--- src/fipbs_pkg.sv ---
// Shared types, constants and the binary64 round-and-pack function.
package fipbs_pkg;

  localparam logic [63:0] FP_ONE      = 64'h3FF0_0000_0000_0000;
  localparam logic [63:0] FP_QUIET    = 64'h0008_0000_0000_0000;
  localparam logic [63:0] FP_DEF_NAN  = 64'hFFF8_0000_0000_0000;
  localparam logic [10:0] FP_EXP_MAX  = 11'h7FF;
  localparam int          DIV_STEPS   = 58;
  localparam int          PP_STEPS    = 5;

  typedef enum logic [3:0] {
    DP_NOP,
    DP_LOAD,
    DP_UNPACK_ACC,
    DP_UNPACK_SQ,
    DP_UNPACK_DIV,
    DP_NORM,
    DP_PP,
    DP_MUL_ROUND,
    DP_SHIFT_MAG,
    DP_DIV_STEP,
    DP_DIV_ROUND,
    DP_OUT
  } dp_op_e;

  typedef enum logic [3:0] {
    ST_IDLE,
    ST_CHECK,
    ST_SQ_DEC,
    ST_MUNPACK,
    ST_DUNPACK,
    ST_NORM,
    ST_PP,
    ST_MROUND,
    ST_DSTEP,
    ST_DROUND,
    ST_OUT
  } state_e;

  typedef struct packed {
    dp_op_e     op;
    logic [2:0] step;
  } dp_cmd_t;

  typedef struct packed {
    logic mag_zero;
    logic mag_lsb;
    logic mag_last;
    logic neg;
    logic spec;
    logic normed;
    logic out_free;
  } dp_status_t;

  // The significand has its leading one at bit 109 and is worth sig / 2^109 * 2^(be - 1023).
  function automatic logic [63:0] round_pack(input logic sgn, input logic signed [13:0] be,
                                             input logic [109:0] sig, input logic stk);
    logic signed [13:0] shv;
    logic [6:0]         sh;
    logic [109:0]       s2;
    logic [109:0]       lost_mask;
    logic               sticky;
    logic [62:0]        field;
    logic               inc;
    logic [63:0]        res;
    shv       = 14'sd1 - be;
    sh        = '0;
    if (be <= 14'sd0) begin
      sh = (shv > 14'sd127) ? 7'd127 : shv[6:0];
    end
    s2        = sig >> sh;
    lost_mask = ~({110{1'b1}} << sh);
    sticky    = stk | (|(sig & lost_mask)) | (|s2[55:0]);
    field     = {(be > 14'sd0) ? be[10:0] : 11'd0, s2[108:57]};
    inc       = s2[56] & (sticky | s2[57]);
    res       = {sgn, field + {62'd0, inc}};
    if (be >= 14'sd2047) begin
      res = {sgn, FP_EXP_MAX, 52'd0};
    end
    return res;
  endfunction

endpackage

--- src/fipbs_ctrl.sv ---
// Controller state machine sequencing the square-and-multiply loop and the reciprocal.
module fipbs_ctrl (
  input  logic                  clk_i,
  input  logic                  rst_ni,
  input  logic                  in_valid_i,
  output logic                  in_ready_o,
  input  fipbs_pkg::dp_status_t status_i,
  output fipbs_pkg::dp_cmd_t    cmd_o
);
  import fipbs_pkg::*;

  state_e     state_q, state_d;
  logic [5:0] cnt_q, cnt_d;
  logic       op_sq_q, op_sq_d;
  logic       div_q, div_d;

  always_ff @(posedge clk_i or negedge rst_ni) begin
    if (!rst_ni) begin
      state_q <= ST_IDLE;
      cnt_q   <= '0;
      op_sq_q <= 1'b0;
      div_q   <= 1'b0;
    end else begin
      state_q <= state_d;
      cnt_q   <= cnt_d;
      op_sq_q <= op_sq_d;
      div_q   <= div_d;
    end
  end

  always_comb begin
    state_d = state_q;
    cnt_d   = cnt_q;
    op_sq_d = op_sq_q;
    div_d   = div_q;
    unique case (state_q)
      ST_IDLE: begin
        if (in_valid_i) begin
          state_d = ST_CHECK;
        end
      end
      ST_CHECK: begin
        if (status_i.mag_zero) begin
          state_d = status_i.neg ? ST_DUNPACK : ST_OUT;
        end else if (status_i.mag_lsb) begin
          op_sq_d = 1'b0;
          state_d = ST_MUNPACK;
        end else begin
          state_d = ST_SQ_DEC;
        end
      end
      ST_SQ_DEC: begin
        if (status_i.mag_last) begin
          state_d = ST_CHECK;
        end else begin
          op_sq_d = 1'b1;
          state_d = ST_MUNPACK;
        end
      end
      ST_MUNPACK: begin
        div_d   = 1'b0;
        state_d = ST_NORM;
      end
      ST_DUNPACK: begin
        div_d   = 1'b1;
        state_d = ST_NORM;
      end
      ST_NORM: begin
        cnt_d = '0;
        if (status_i.spec) begin
          state_d = div_q ? ST_DROUND : ST_MROUND;
        end else if (status_i.normed) begin
          state_d = div_q ? ST_DSTEP : ST_PP;
        end
      end
      ST_PP: begin
        cnt_d = cnt_q + 6'd1;
        if (cnt_q == 6'(PP_STEPS - 1)) begin
          state_d = ST_MROUND;
        end
      end
      ST_MROUND: begin
        state_d = op_sq_q ? ST_CHECK : ST_SQ_DEC;
      end
      ST_DSTEP: begin
        cnt_d = cnt_q + 6'd1;
        if (cnt_q == 6'(DIV_STEPS - 1)) begin
          state_d = ST_DROUND;
        end
      end
      ST_DROUND: begin
        state_d = ST_OUT;
      end
      ST_OUT: begin
        if (status_i.out_free) begin
          state_d = ST_IDLE;
        end
      end
      default: begin
        state_d = ST_IDLE;
      end
    endcase
  end

  always_comb begin
    cmd_o.op   = DP_NOP;
    cmd_o.step = cnt_q[2:0];
    in_ready_o = 1'b0;
    unique case (state_q)
      ST_IDLE: begin
        in_ready_o = 1'b1;
        if (in_valid_i) begin
          cmd_o.op = DP_LOAD;
        end
      end
      ST_SQ_DEC: begin
        if (status_i.mag_last) begin
          cmd_o.op = DP_SHIFT_MAG;
        end
      end
      ST_MUNPACK: cmd_o.op = op_sq_q ? DP_UNPACK_SQ : DP_UNPACK_ACC;
      ST_DUNPACK: cmd_o.op = DP_UNPACK_DIV;
      ST_NORM: begin
        if (!status_i.spec && !status_i.normed) begin
          cmd_o.op = DP_NORM;
        end
      end
      ST_PP:     cmd_o.op = DP_PP;
      ST_MROUND: cmd_o.op = DP_MUL_ROUND;
      ST_DSTEP:  cmd_o.op = DP_DIV_STEP;
      ST_DROUND: cmd_o.op = DP_DIV_ROUND;
      ST_OUT: begin
        if (status_i.out_free) begin
          cmd_o.op = DP_OUT;
        end
      end
      default: cmd_o.op = DP_NOP;
    endcase
  end

endmodule

--- src/fipbs_dp.sv ---
// Datapath: operand registers, shared binary64 multiplier, reciprocal divider, output register.
module fipbs_dp #(
  parameter int EXP_WIDTH = 32
) (
  input  logic                  clk_i,
  input  logic                  rst_ni,
  input  fipbs_pkg::dp_cmd_t    cmd_i,
  output fipbs_pkg::dp_status_t status_o,
  input  logic [63:0]           base_bits_i,
  input  logic [EXP_WIDTH-1:0]  exponent_i,
  output logic                  out_valid_o,
  input  logic                  out_ready_i,
  output logic [63:0]           power_bits_o
);
  import fipbs_pkg::*;

  logic [63:0]          acc_q, sq_q, spec_val_q, out_q;
  logic [EXP_WIDTH-1:0] mag_q;
  logic                 neg_q, dst_sq_q, spec_q, sgn_q, out_valid_q;
  logic [52:0]          ma_q, mb_q;
  logic signed [12:0]   ea_q, eb_q;
  logic [53:0]          pp_q;
  logic [1:0]           pp_step_q;
  logic [105:0]         prod_q;
  logic [53:0]          rem_q;
  logic [57:0]          quo_q;

  logic [63:0]          opa, opb, spec_val;
  logic                 a_nan, a_inf, a_zero, b_nan, b_inf, b_zero, spec, is_div;
  logic [26:0]          a_part, b_part;
  logic [105:0]         pp_shifted;
  logic signed [13:0]   be_mul, be_div;
  logic [109:0]         sig_mul, sig_div;
  logic                 rem_ge;

  assign is_div = (cmd_i.op == DP_UNPACK_DIV);
  assign opa    = (cmd_i.op == DP_UNPACK_SQ) ? sq_q : acc_q;
  assign opb    = is_div ? acc_q : sq_q;

  assign a_nan  = (opa[62:52] == FP_EXP_MAX) && (opa[51:0] != '0);
  assign a_inf  = (opa[62:52] == FP_EXP_MAX) && (opa[51:0] == '0);
  assign a_zero = (opa[62:0] == '0);
  assign b_nan  = (opb[62:52] == FP_EXP_MAX) && (opb[51:0] != '0);
  assign b_inf  = (opb[62:52] == FP_EXP_MAX) && (opb[51:0] == '0);
  assign b_zero = (opb[62:0] == '0);

  always_comb begin
    if (is_div) begin
      spec = b_nan | b_inf | b_zero;
      if (b_nan) begin
        spec_val = opb | FP_QUIET;
      end else if (b_inf) begin
        spec_val = {opb[63], 63'd0};
      end else begin
        spec_val = {opb[63], FP_EXP_MAX, 52'd0};
      end
    end else begin
      spec = a_nan | b_nan | a_inf | b_inf | a_zero | b_zero;
      if (a_nan) begin
        spec_val = opa | FP_QUIET;
      end else if (b_nan) begin
        spec_val = opb | FP_QUIET;
      end else if ((a_inf & b_zero) | (a_zero & b_inf)) begin
        spec_val = FP_DEF_NAN;
      end else if (a_inf | b_inf) begin
        spec_val = {opa[63] ^ opb[63], FP_EXP_MAX, 52'd0};
      end else begin
        spec_val = {opa[63] ^ opb[63], 63'd0};
      end
    end
  end

  // Partial products in the order low*low, low*high, high*low, high*high.
  assign a_part = cmd_i.step[1] ? {1'b0, ma_q[52:27]} : ma_q[26:0];
  assign b_part = cmd_i.step[0] ? {1'b0, mb_q[52:27]} : mb_q[26:0];

  always_comb begin
    case (pp_step_q)
      2'd0:    pp_shifted = {52'd0, pp_q};
      2'd3:    pp_shifted = {pp_q, 52'd0} << 2;
      default: pp_shifted = {25'd0, pp_q, 27'd0};
    endcase
  end

  assign be_mul  = 14'(ea_q) + 14'(eb_q) + 14'(prod_q[105]) + 14'sd1023;
  assign sig_mul = prod_q[105] ? {prod_q, 4'd0} : {prod_q[104:0], 5'd0};
  assign be_div  = 14'sd1023 - 14'(eb_q) - 14'(!quo_q[57]);
  assign sig_div = quo_q[57] ? {quo_q, 52'd0} : {quo_q[56:0], 53'd0};
  assign rem_ge  = (rem_q >= {1'b0, mb_q});

  always_ff @(posedge clk_i) begin
    unique case (cmd_i.op)
      DP_LOAD: begin
        acc_q <= FP_ONE;
        sq_q  <= base_bits_i;
        neg_q <= exponent_i[EXP_WIDTH-1];
        mag_q <= exponent_i[EXP_WIDTH-1] ? (~exponent_i + 1'b1) : exponent_i;
      end
      DP_UNPACK_ACC, DP_UNPACK_SQ, DP_UNPACK_DIV: begin
        dst_sq_q   <= (cmd_i.op == DP_UNPACK_SQ);
        spec_q     <= spec;
        spec_val_q <= spec_val;
        sgn_q      <= is_div ? opb[63] : (opa[63] ^ opb[63]);
        ma_q       <= is_div ? 53'h10_0000_0000_0000 : {|opa[62:52], opa[51:0]};
        ea_q       <= (opa[62:52] == '0) ? -13'sd1022 : 13'(opa[62:52]) - 13'sd1023;
        mb_q       <= {|opb[62:52], opb[51:0]};
        eb_q       <= (opb[62:52] == '0) ? -13'sd1022 : 13'(opb[62:52]) - 13'sd1023;
        rem_q      <= 54'h10_0000_0000_0000;
        quo_q      <= '0;
      end
      DP_NORM: begin
        if (!ma_q[52]) begin
          ma_q <= ma_q << 1;
          ea_q <= ea_q - 13'sd1;
        end
        if (!mb_q[52]) begin
          mb_q <= mb_q << 1;
          eb_q <= eb_q - 13'sd1;
        end
      end
      DP_PP: begin
        pp_q      <= {27'd0, a_part} * {27'd0, b_part};
        pp_step_q <= cmd_i.step[1:0];
        prod_q    <= (cmd_i.step == 3'd0) ? '0 : prod_q + pp_shifted;
      end
      DP_MUL_ROUND: begin
        if (dst_sq_q) begin
          sq_q  <= spec_q ? spec_val_q : round_pack(sgn_q, be_mul, sig_mul, 1'b0);
          mag_q <= mag_q >> 1;
        end else begin
          acc_q <= spec_q ? spec_val_q : round_pack(sgn_q, be_mul, sig_mul, 1'b0);
        end
      end
      DP_SHIFT_MAG: mag_q <= mag_q >> 1;
      DP_DIV_STEP: begin
        rem_q <= (rem_ge ? rem_q - {1'b0, mb_q} : rem_q) << 1;
        quo_q <= {quo_q[56:0], rem_ge};
      end
      DP_DIV_ROUND: begin
        acc_q <= spec_q ? spec_val_q : round_pack(sgn_q, be_div, sig_div, rem_q != '0);
      end
      DP_OUT: out_q <= acc_q;
      default: begin
      end
    endcase
  end

  always_ff @(posedge clk_i or negedge rst_ni) begin
    if (!rst_ni) begin
      out_valid_q <= 1'b0;
    end else begin
      out_valid_q <= (cmd_i.op == DP_OUT) | (out_valid_q & ~out_ready_i);
    end
  end

  assign status_o.mag_zero = (mag_q == '0);
  assign status_o.mag_lsb  = mag_q[0];
  assign status_o.mag_last = ((mag_q >> 1) == '0);
  assign status_o.neg      = neg_q;
  assign status_o.spec     = spec_q;
  assign status_o.normed   = ma_q[52] & mb_q[52];
  assign status_o.out_free = ~out_valid_q | out_ready_i;

  assign out_valid_o  = out_valid_q;
  assign power_bits_o = out_q;

endmodule

--- src/float_int_power_by_squaring.sv ---
// Top level of the binary64 integer power unit.
//
// The input channel (in_valid_i / in_ready_o) carries a binary64 base and a signed
// exponent of EXP_WIDTH bits; the output channel (out_valid_o / out_ready_i) carries
// one binary64 result per item. An item is taken only while the controller is idle.
// The time from acceptance to a valid result grows with a multiply for each set
// magnitude bit and a squaring for each bit below the top one (one fewer squaring than the
// magnitude's bit length), plus the reciprocal when the exponent is negative; a
// zero exponent goes straight to the output. Each multiply uses one shared 27x27
// multiplier over four partial products and then rounds; the reciprocal is a
// restoring divider producing one quotient bit per cycle. Subnormal operands are
// normalised first, one leading zero at a time, and a special operand skips the
// partial products or the divider steps. The next item can be accepted in the
// cycle in which the result appears.
// Reset clears the controller and the output valid flag; the block is then idle.
// A finished result waits in the output register while a new item may be accepted;
// the next result is only written once the receiver has taken the previous one.
module float_int_power_by_squaring #(
  parameter int EXP_WIDTH = 32
) (
  input  logic                 clk_i,
  input  logic                 rst_ni,
  input  logic                 in_valid_i,
  output logic                 in_ready_o,
  input  logic [63:0]          base_bits_i,
  input  logic [EXP_WIDTH-1:0] exponent_i,
  output logic                 out_valid_o,
  input  logic                 out_ready_i,
  output logic [63:0]          power_bits_o
);
  import fipbs_pkg::*;

  dp_cmd_t    cmd;
  dp_status_t status;

  fipbs_ctrl u_ctrl (
    .clk_i      (clk_i),
    .rst_ni     (rst_ni),
    .in_valid_i (in_valid_i),
    .in_ready_o (in_ready_o),
    .status_i   (status),
    .cmd_o      (cmd)
  );

  fipbs_dp #(
    .EXP_WIDTH (EXP_WIDTH)
  ) u_dp (
    .clk_i        (clk_i),
    .rst_ni       (rst_ni),
    .cmd_i        (cmd),
    .status_o     (status),
    .base_bits_i  (base_bits_i),
    .exponent_i   (exponent_i),
    .out_valid_o  (out_valid_o),
    .out_ready_i  (out_ready_i),
    .power_bits_o (power_bits_o)
  );

  // Once an item is taken, the controller is busy in the cycle after.
  assert property (@(posedge clk_i) disable iff (!rst_ni)
    (in_valid_i && in_ready_o) |=> !in_ready_o)
    else $error("input accepted twice in a row");

  // A result is never written over one that the receiver has not yet taken.
  assert property (@(posedge clk_i) disable iff (!rst_ni)
    (cmd.op == DP_OUT) |-> (!out_valid_o || out_ready_i))
    else $error("output register overwritten");

  // Normalisation only runs on operands that need the arithmetic path.
  assert property (@(posedge clk_i) disable iff (!rst_ni)
    (cmd.op == DP_NORM) |-> !status.spec)
    else $error("normalising a special operand");

endmodule
--- config.mk ---
export PLATFORM = sky130hd
export DESIGN_NAME = float_int_power_by_squaring
export DESIGN_NICKNAME = d
export VERILOG_FILES = /design/src/fipbs_pkg.sv /design/src/fipbs_ctrl.sv /design/src/fipbs_dp.sv /design/src/float_int_power_by_squaring.sv
export SDC_FILE = /design/constraint.sdc
export NUM_CORES = 2
export LEC_CHECK = 0
export BUFFER_PORTS_ARGS = -buffer_cell sky130_fd_sc_hd__buf_2
export CORE_MARGIN = 8
export CORE_UTILIZATION = 24
export DETAILED_ROUTE_END_ITERATION = 6
export MAX_ROUTING_LAYER = met4
export SYNTH_ARGS = -nofsm -noshare
export SYNTH_HDL_FRONTEND = slang
export SYNTH_SLANG_ARGS = --single-unit
--- constraint.sdc ---
create_clock -name clk_i -period 22.5 [get_ports clk_i]
set_clock_uncertainty 0.1 [all_clocks]
set_input_delay 4.5 -clock clk_i [delete_from_list [all_inputs] [get_ports clk_i]]
set_output_delay 4.5 -clock clk_i [all_outputs]
set_load 0.005 [all_outputs]
After elaboration in Yosys (flattened, before gate mapping)
Index checks and enable logic that the tools add are counted.
{ "totals": {"wordCells": 261, "output_inout_bits": 66, "regBits": 711, "input_bits": 100} }
{ "classes": {"n_reduce_logical": 48, "bitwise": 35, "n_mux": 81, "n_eq_ne": 38, "add_sub_neg": 18, "order_cmp": 9, "shifts": 6, "n_mul": 1} }
{ "ops": {"columns": ["op", "count"], "rows": [
  ["$mux W64", 11],
  ["$mux W63", 6],
  ["$and A110 B110 Y110", 3],
  ["$not A110 Y110", 3],
  ["$reduce_or A110 Y1", 3],
  ["$shl A110 B7 Y110 const A", 3],
  ["$shr A110 B7 Y109", 3],
  ["$mux W110", 2],
  ["$mux W53", 4],
  ["$pmux W106 S2", 1],
  ["$pmux W53 S2", 2],
  ["$pmux W64 S3", 1],
  ["$add A63 B1 Y63", 3],
  ["$reduce_or A56 Y1", 3],
  ["$pmux W64 S2", 1],
  ["$logic_not A63 Y1", 2],
  ["$pmux W58 S2", 1],
  ["$pmux W54 S2", 1],
  ["$add A106 B106 Y106", 1],
  ["$logic_not A52 Y1", 2],
  ["$reduce_bool A52 Y1", 2],
  ["$pmux W32 S3", 1],
  ["$pmux W4 S10", 2],
  ["$logic_not A32 Y1", 2],
  ["other kinds (60)", 173]
]} }

Logic depth before layout (Yosys ltp)
{ "depth": {"ltp_word": 21, "ltp_mapped": 42, "mapped_depth_nobuf": 36} }

Hierarchy
Synthesis repeated with hierarchy kept, for this count alone.
{ "hier_totals": {"hier_cells": 10310, "hier_area_um2": 87367.5} }
{ "by_module_without_submodules": {"columns": ["mod", "n_inst", "cells_per_inst", "area_per_inst_um2"], "rows": [
  ["fipbs_dp", 1, 10194, 86405.4],
  ["fipbs_ctrl", 1, 116, 962.2]
]} }

Least setup slack after synthesis
OpenSTA, ideal clock, no wires.
{ "synth_path": {"kind": "in2reg", "startpoint": "input port in_valid_i", "endpoint": "register u_dp.acc_q[0] (enable)", "cell_stages": 2, "t_arrival_ns": 9.256, "n_path_buf": 0, "setup_slack_ns": 12.560, "path_cell_list": "nand2_1 -> a21boi_0"} }
{ "synth_between": {"elab_chain_cells": 5, "word_cells_on_any_way": 8, "classes_between": "eq/ne (4); mux (2); reduce/logical (2)"} }
{ "synth_lines": {"columns": ["element", "line", "rtl"], "rows": [
  ["start: declaration", "float_int_power_by_squaring.sv:23", "input logic in_valid_i,"],
  ["$mux W1 *", "fipbs_ctrl.sv:112", "if (in_valid_i) begin"],
  ["$pmux W4 S10 *", "fipbs_ctrl.sv:109", "unique case (state_q)"],
  ["$eq A4 B3 Y1 (tied with other cells)", "fipbs_dp.sv:92", "unique case (cmd_i.op)"],
  ["$ne A2 B2 Y1 (no source line) / $reduce_bool A3 Y1 (equally long branches)", null, null],
  ["$reduce_and A2 Y1 (no source line) *", null, null],
  ["end signal: assignment", "fipbs_dp.sv:131", "acc_q <= spec_q ? spec_val_q : round_pack(sgn_q, be_mul, sig_mul, 1'b0);"],
  ["end signal: assignment", "fipbs_dp.sv:140", "acc_q <= spec_q ? spec_val_q : round_pack(sgn_q, be_div, sig_div, rem_q != '0);"],
  ["end: declaration", "fipbs_dp.sv:17", "logic [63:0] acc_q, sq_q, spec_val_q, out_q;"]
]} }
Mark *: on every way between the ends. The rest lies on a longest branch, timed or not.
A chain may end at the register's enable or synchronous reset.

Final worst setup path
{ "layout_path": {"startpoint": "register u_dp.prod_q[105]", "endpoint": "register u_dp.acc_q[48] (data pin)"} }
{ "layout_between": {"elab_chain_cells": 20, "word_cells_on_any_way": 25, "classes_between": "add/sub (4); order compare (3); shift (2); mux (9); bitwise (5); reduce/logical (2)"} }
{ "layout_lines": {"columns": ["element", "line", "rtl"], "rows": [
  ["start: declaration", "fipbs_dp.sv:24", "logic [105:0] prod_q;"],
  ["start signal: assignment", "fipbs_dp.sv:124", "prod_q <= (cmd_i.step == 3'd0) ? '0 : prod_q + pp_shifted;"],
  ["$add A14 B1 Y14", "fipbs_dp.sv:85", "assign be_mul = 14'(ea_q) + 14'(eb_q) + 14'(prod_q[105]) + 14'sd1023;"],
  ["$add A14 B10 Y14", "fipbs_dp.sv:85", null],
  ["$sub A2 B14 Y14", "fipbs_pkg.sv:66", "shv = 14'sd1 - be;"],
  ["$gt A14 B8 Y1", "fipbs_pkg.sv:69", "sh = (shv > 14'sd127) ? 7'd127 : shv[6:0];"],
  ["$mux W7", "fipbs_pkg.sv:69", null],
  ["$mux W7", "fipbs_pkg.sv:68", "if (be <= 14'sd0) begin"],
  ["$mux W7", "fipbs_dp.sv:127", "if (dst_sq_q) begin"],
  ["$mux W7", "fipbs_dp.sv:92", null],
  ["[... 4 more ...]", null, null],
  ["$or A1 B1 Y1", "fipbs_pkg.sv:73", "sticky = stk | (|(sig & lost_mask)) | (|s2[55:0]);"],
  ["$or A1 B1 Y1", "fipbs_pkg.sv:75", "inc = s2[56] & (sticky | s2[57]);"],
  ["$and A1 B1 Y1", "fipbs_pkg.sv:75", null],
  ["$add A63 B1 Y63", "fipbs_pkg.sv:76", "res = {sgn, field + {62'd0, inc}};"],
  ["$mux W63 *", "fipbs_pkg.sv:77", "if (be >= 14'sd2047) begin"],
  ["$mux W64 *", "fipbs_dp.sv:131", null],
  ["$mux W64 *", "fipbs_dp.sv:127", null],
  ["$pmux W64 S3 *", "fipbs_dp.sv:92", null]
]} }
Mark *: on every way between the ends. The rest lies on a longest branch, timed or not. The select of a mux whose other input is x is not followed.

==> results.cfg <==
[run]
drv_cap = 0

[clock_network]
clkLatencyLatePin_ns = 0.88
clock_sinks = 710
cts_made_buffers = 96
cts_hold_buf = 0
clockBufferDepth = 4
cts_max_level = 3
ctsResizeCount = 0
cts.reportedPaths.clkPinSlew_ns = 0.07
root_buffer = clkbuf_16
cts_setup_buffers = 0
cts_tree = built

[synth]
synth_warnings = 0
yosys-top-cells-count = nand2_1, nor2_1, inv_1
synth_top_area_share_pct = 23.7
synth_edf_count = 697
synth_largest_area_cell = edfxtp_1
synth-seq-cells = 710
synth_cell_types = 142
avgSynthCellArea_um2 = 8.41
netlist_top_cells_area = edfxtp_1, fa_1, nand2_1, ha_1, nor2_1
synth_nets = 11661
synth_ff_type = edfxtp_1
synth_area_um2 = 88400
yosysMostFrequentCell = nand2_1
async_flop_share_pct = 1.83
seq_area_frac_synth_pct = 24.0
syn_inst = 10517

[detailed_routing]
routed_wl_um = 411000
drt-initial-drc-count = 11570
wl_per_cell_um = 26.8
avgViaCountPerCell = 5.62
num_vias = 86183
drc = 0
dr.pass1.iters = 7
ant_nets = 0

[placement]
gp_congestion = 1.05
portBuffers = 165
hpwl_um = 315000

[setup_path]
reg2reg_depth = 29
cp.arrival_ns = 12.02
reg2reg_from = u_dp.prod_q[105]
ff2ff_setup_slack_ns = 10.95
cp_slowest_cell = nor4_1
cp_common_cell = ha_1
reg2reg_to = u_dp.acc_q[48]
crit_type = reg -> reg
cpPeakStageDelay_ns = 1.06
worstPathRequired_ns = 22.98
critPathMaxFanout = 49
critPathLaunchType = flip-flop
cp-end-kind = flip-flop

[global_routing]
grt.overflow.total = 0
grt_pass1_wl_um = 587000
grt_max_degree = 120
grtUsageTotal_pct = 20.7
grt_pass1_vias = 81463
antenna_found_initial = 31

[finish]
drive_above_1_share_pct = 8.79
syn2layout_area_growth_pct = 11.0
fillers = 39783
nets = 11561

[floorplanning]
die_w_um = 623
ioPinCount = 166
rows = 223
fp.dieH_um = 623
die_area_um2 = 388000
core_area_um2 = 368000
start_util_pct = 24.0

[worst_hold_path]
hp-start = u_ctrl.cnt_q[5]
holdPathStages = 1
worst_hold_path.endpoint = u_ctrl.cnt_q[5]
hold_class = reg -> reg

[timing]
maxSlewViolCount = 0
post-route-min-period_ns = 11.55
fin_crit_sh_pct = 51.3
setup_violations = 0
setup_tns_ns = 0
worst_slew_pin_slew_ns = 1.37
hold_violations = 0
slew_headroom_pct = 8.03
rsz0062_at_grt = false
fmax_mhz = 86.6

[status]
status = complete, no violations
-- registers in the layout, summed over array words and instances (netlist names), 2 cells and up --
signal and cells:
u_ctrl.cnt_q 6, u_dp.spec_val_q 64, u_dp.acc_q 64, u_ctrl.state_q 4, u_dp.pp_q 54, u_dp.sq_q 64, u_dp.ea_q 13, u_dp.pp_step_q 2
u_dp.quo_q 58, u_dp.power_bits_o 64, u_dp.eb_q 13, u_dp.ma_q 53, u_dp.mag_q 32, u_dp.rem_q 53, u_dp.mb_q 53, u_dp.prod_q 106
-- how the worst max path moves through the flow --
stage / cells past startpoint / end / start / slack (ns)
finish: 29 / u_dp.acc_q[48] / u_dp.prod_q[105] / 10.95
global route: 28 / u_dp.acc_q[48] / u_dp.prod_q[105] / 10.54
CTS: 31 / u_dp.acc_q[48] / u_dp.prod_q[105] / 11.35
detailed placement: 31 / u_dp.acc_q[48] / u_dp.prod_q[105] / 11.36
global placement: 31 / u_dp.acc_q[48] / u_dp.prod_q[105] / 11.39
floorplan: 2 / u_dp.acc_q[0] / in_valid_i / 12.56
-- critical path: cells and delay by family, from the launching register on --
kind	cells	cell delay [ns]
AO/OA/AOI/OAI	14	5.31
adder cells (fa/ha/maj)	4	1.14
buffers and inverters	5	1.08
flip-flops	1	0.42
multiplexers	1	0.27
AND/OR/NAND/NOR	5	2.85
-- layer usage --
layer | share of wire [%] | routed length [um] | GRT usage (%) | up-vias
met1 | 40 | 164000 | 26.0 | 42318
met4 | 7.8 | 32200 | 12.7 | 0
li1 | - | - | - | 37410
met2 | 43 | 176000 | 30.6 | 5189
met5 | 0 | 0 | - | -
met3 | 9.7 | 39800 | 4.00 | 1266
-- area by class of cell --
cell class                 instances  area, um2  share of cell area [%]
tap                             4837       6050                    6.17
clock buffer                     113       2470                    2.51
inverter                         877       3290                    3.35
clock inverter                    58        671                   0.683
timing repair buffer             410       2680                    2.73
multi-input combinational       8322      61700                    62.8
antenna                           20       50.0                  0.0510
sequential                       710      21300                    21.7
-- stage by stage --
step	area (um2)	hold WS (ns)	util, %	setup slack (ns)	cells
2_1_floorplan	88400	0.349	-	12.56	10517
3_3_place_gp	95000	0.387	25.8	11.39	15156
3_5_place_dp	95000	0.400	25.8	11.36	15156
4_1_cts	98100	0.407	26.7	11.35	15327
5_1_grt	98100	0.428	26.7	10.54	15337
6_report	98100	0.410	26.7	10.95	15347
-- cell usage in the layout (no fill, tap or decap), drive strengths merged, types with 66 or more instances in the layout --
cell	n
o211ai	157
a31oi	134
o21a	69
clkbuf	113
buf	410
nor4	128
and2	185
o31ai	66
nand3	226
a22oi	100
nand4	134
nor3	269
a211oi	134
nand2	1514
ha	416
edfxtp	697
a21oi	567
o21ai	616
xnor2	212
o22ai	108
inv	882
nor2	937
a21o	135
mux2	139
fa	628
xor2	147
nand2b	69
mux2i	321
-- logic make-up after synthesis --
| group | synth area share [%] |
|---|---|
| buf+inv | 6.77 |
| flops | 24.0 |
| compound gates | 20.3 |
| simple gates | 19.4 |
| xor+xnor | 3.59 |
| mux | 5.74 |
| fa+ha+maj | 20.1 |
Power is not shown: default switching activity piles up to over one toggle a cycle in this logic, so the estimate is an artifact.
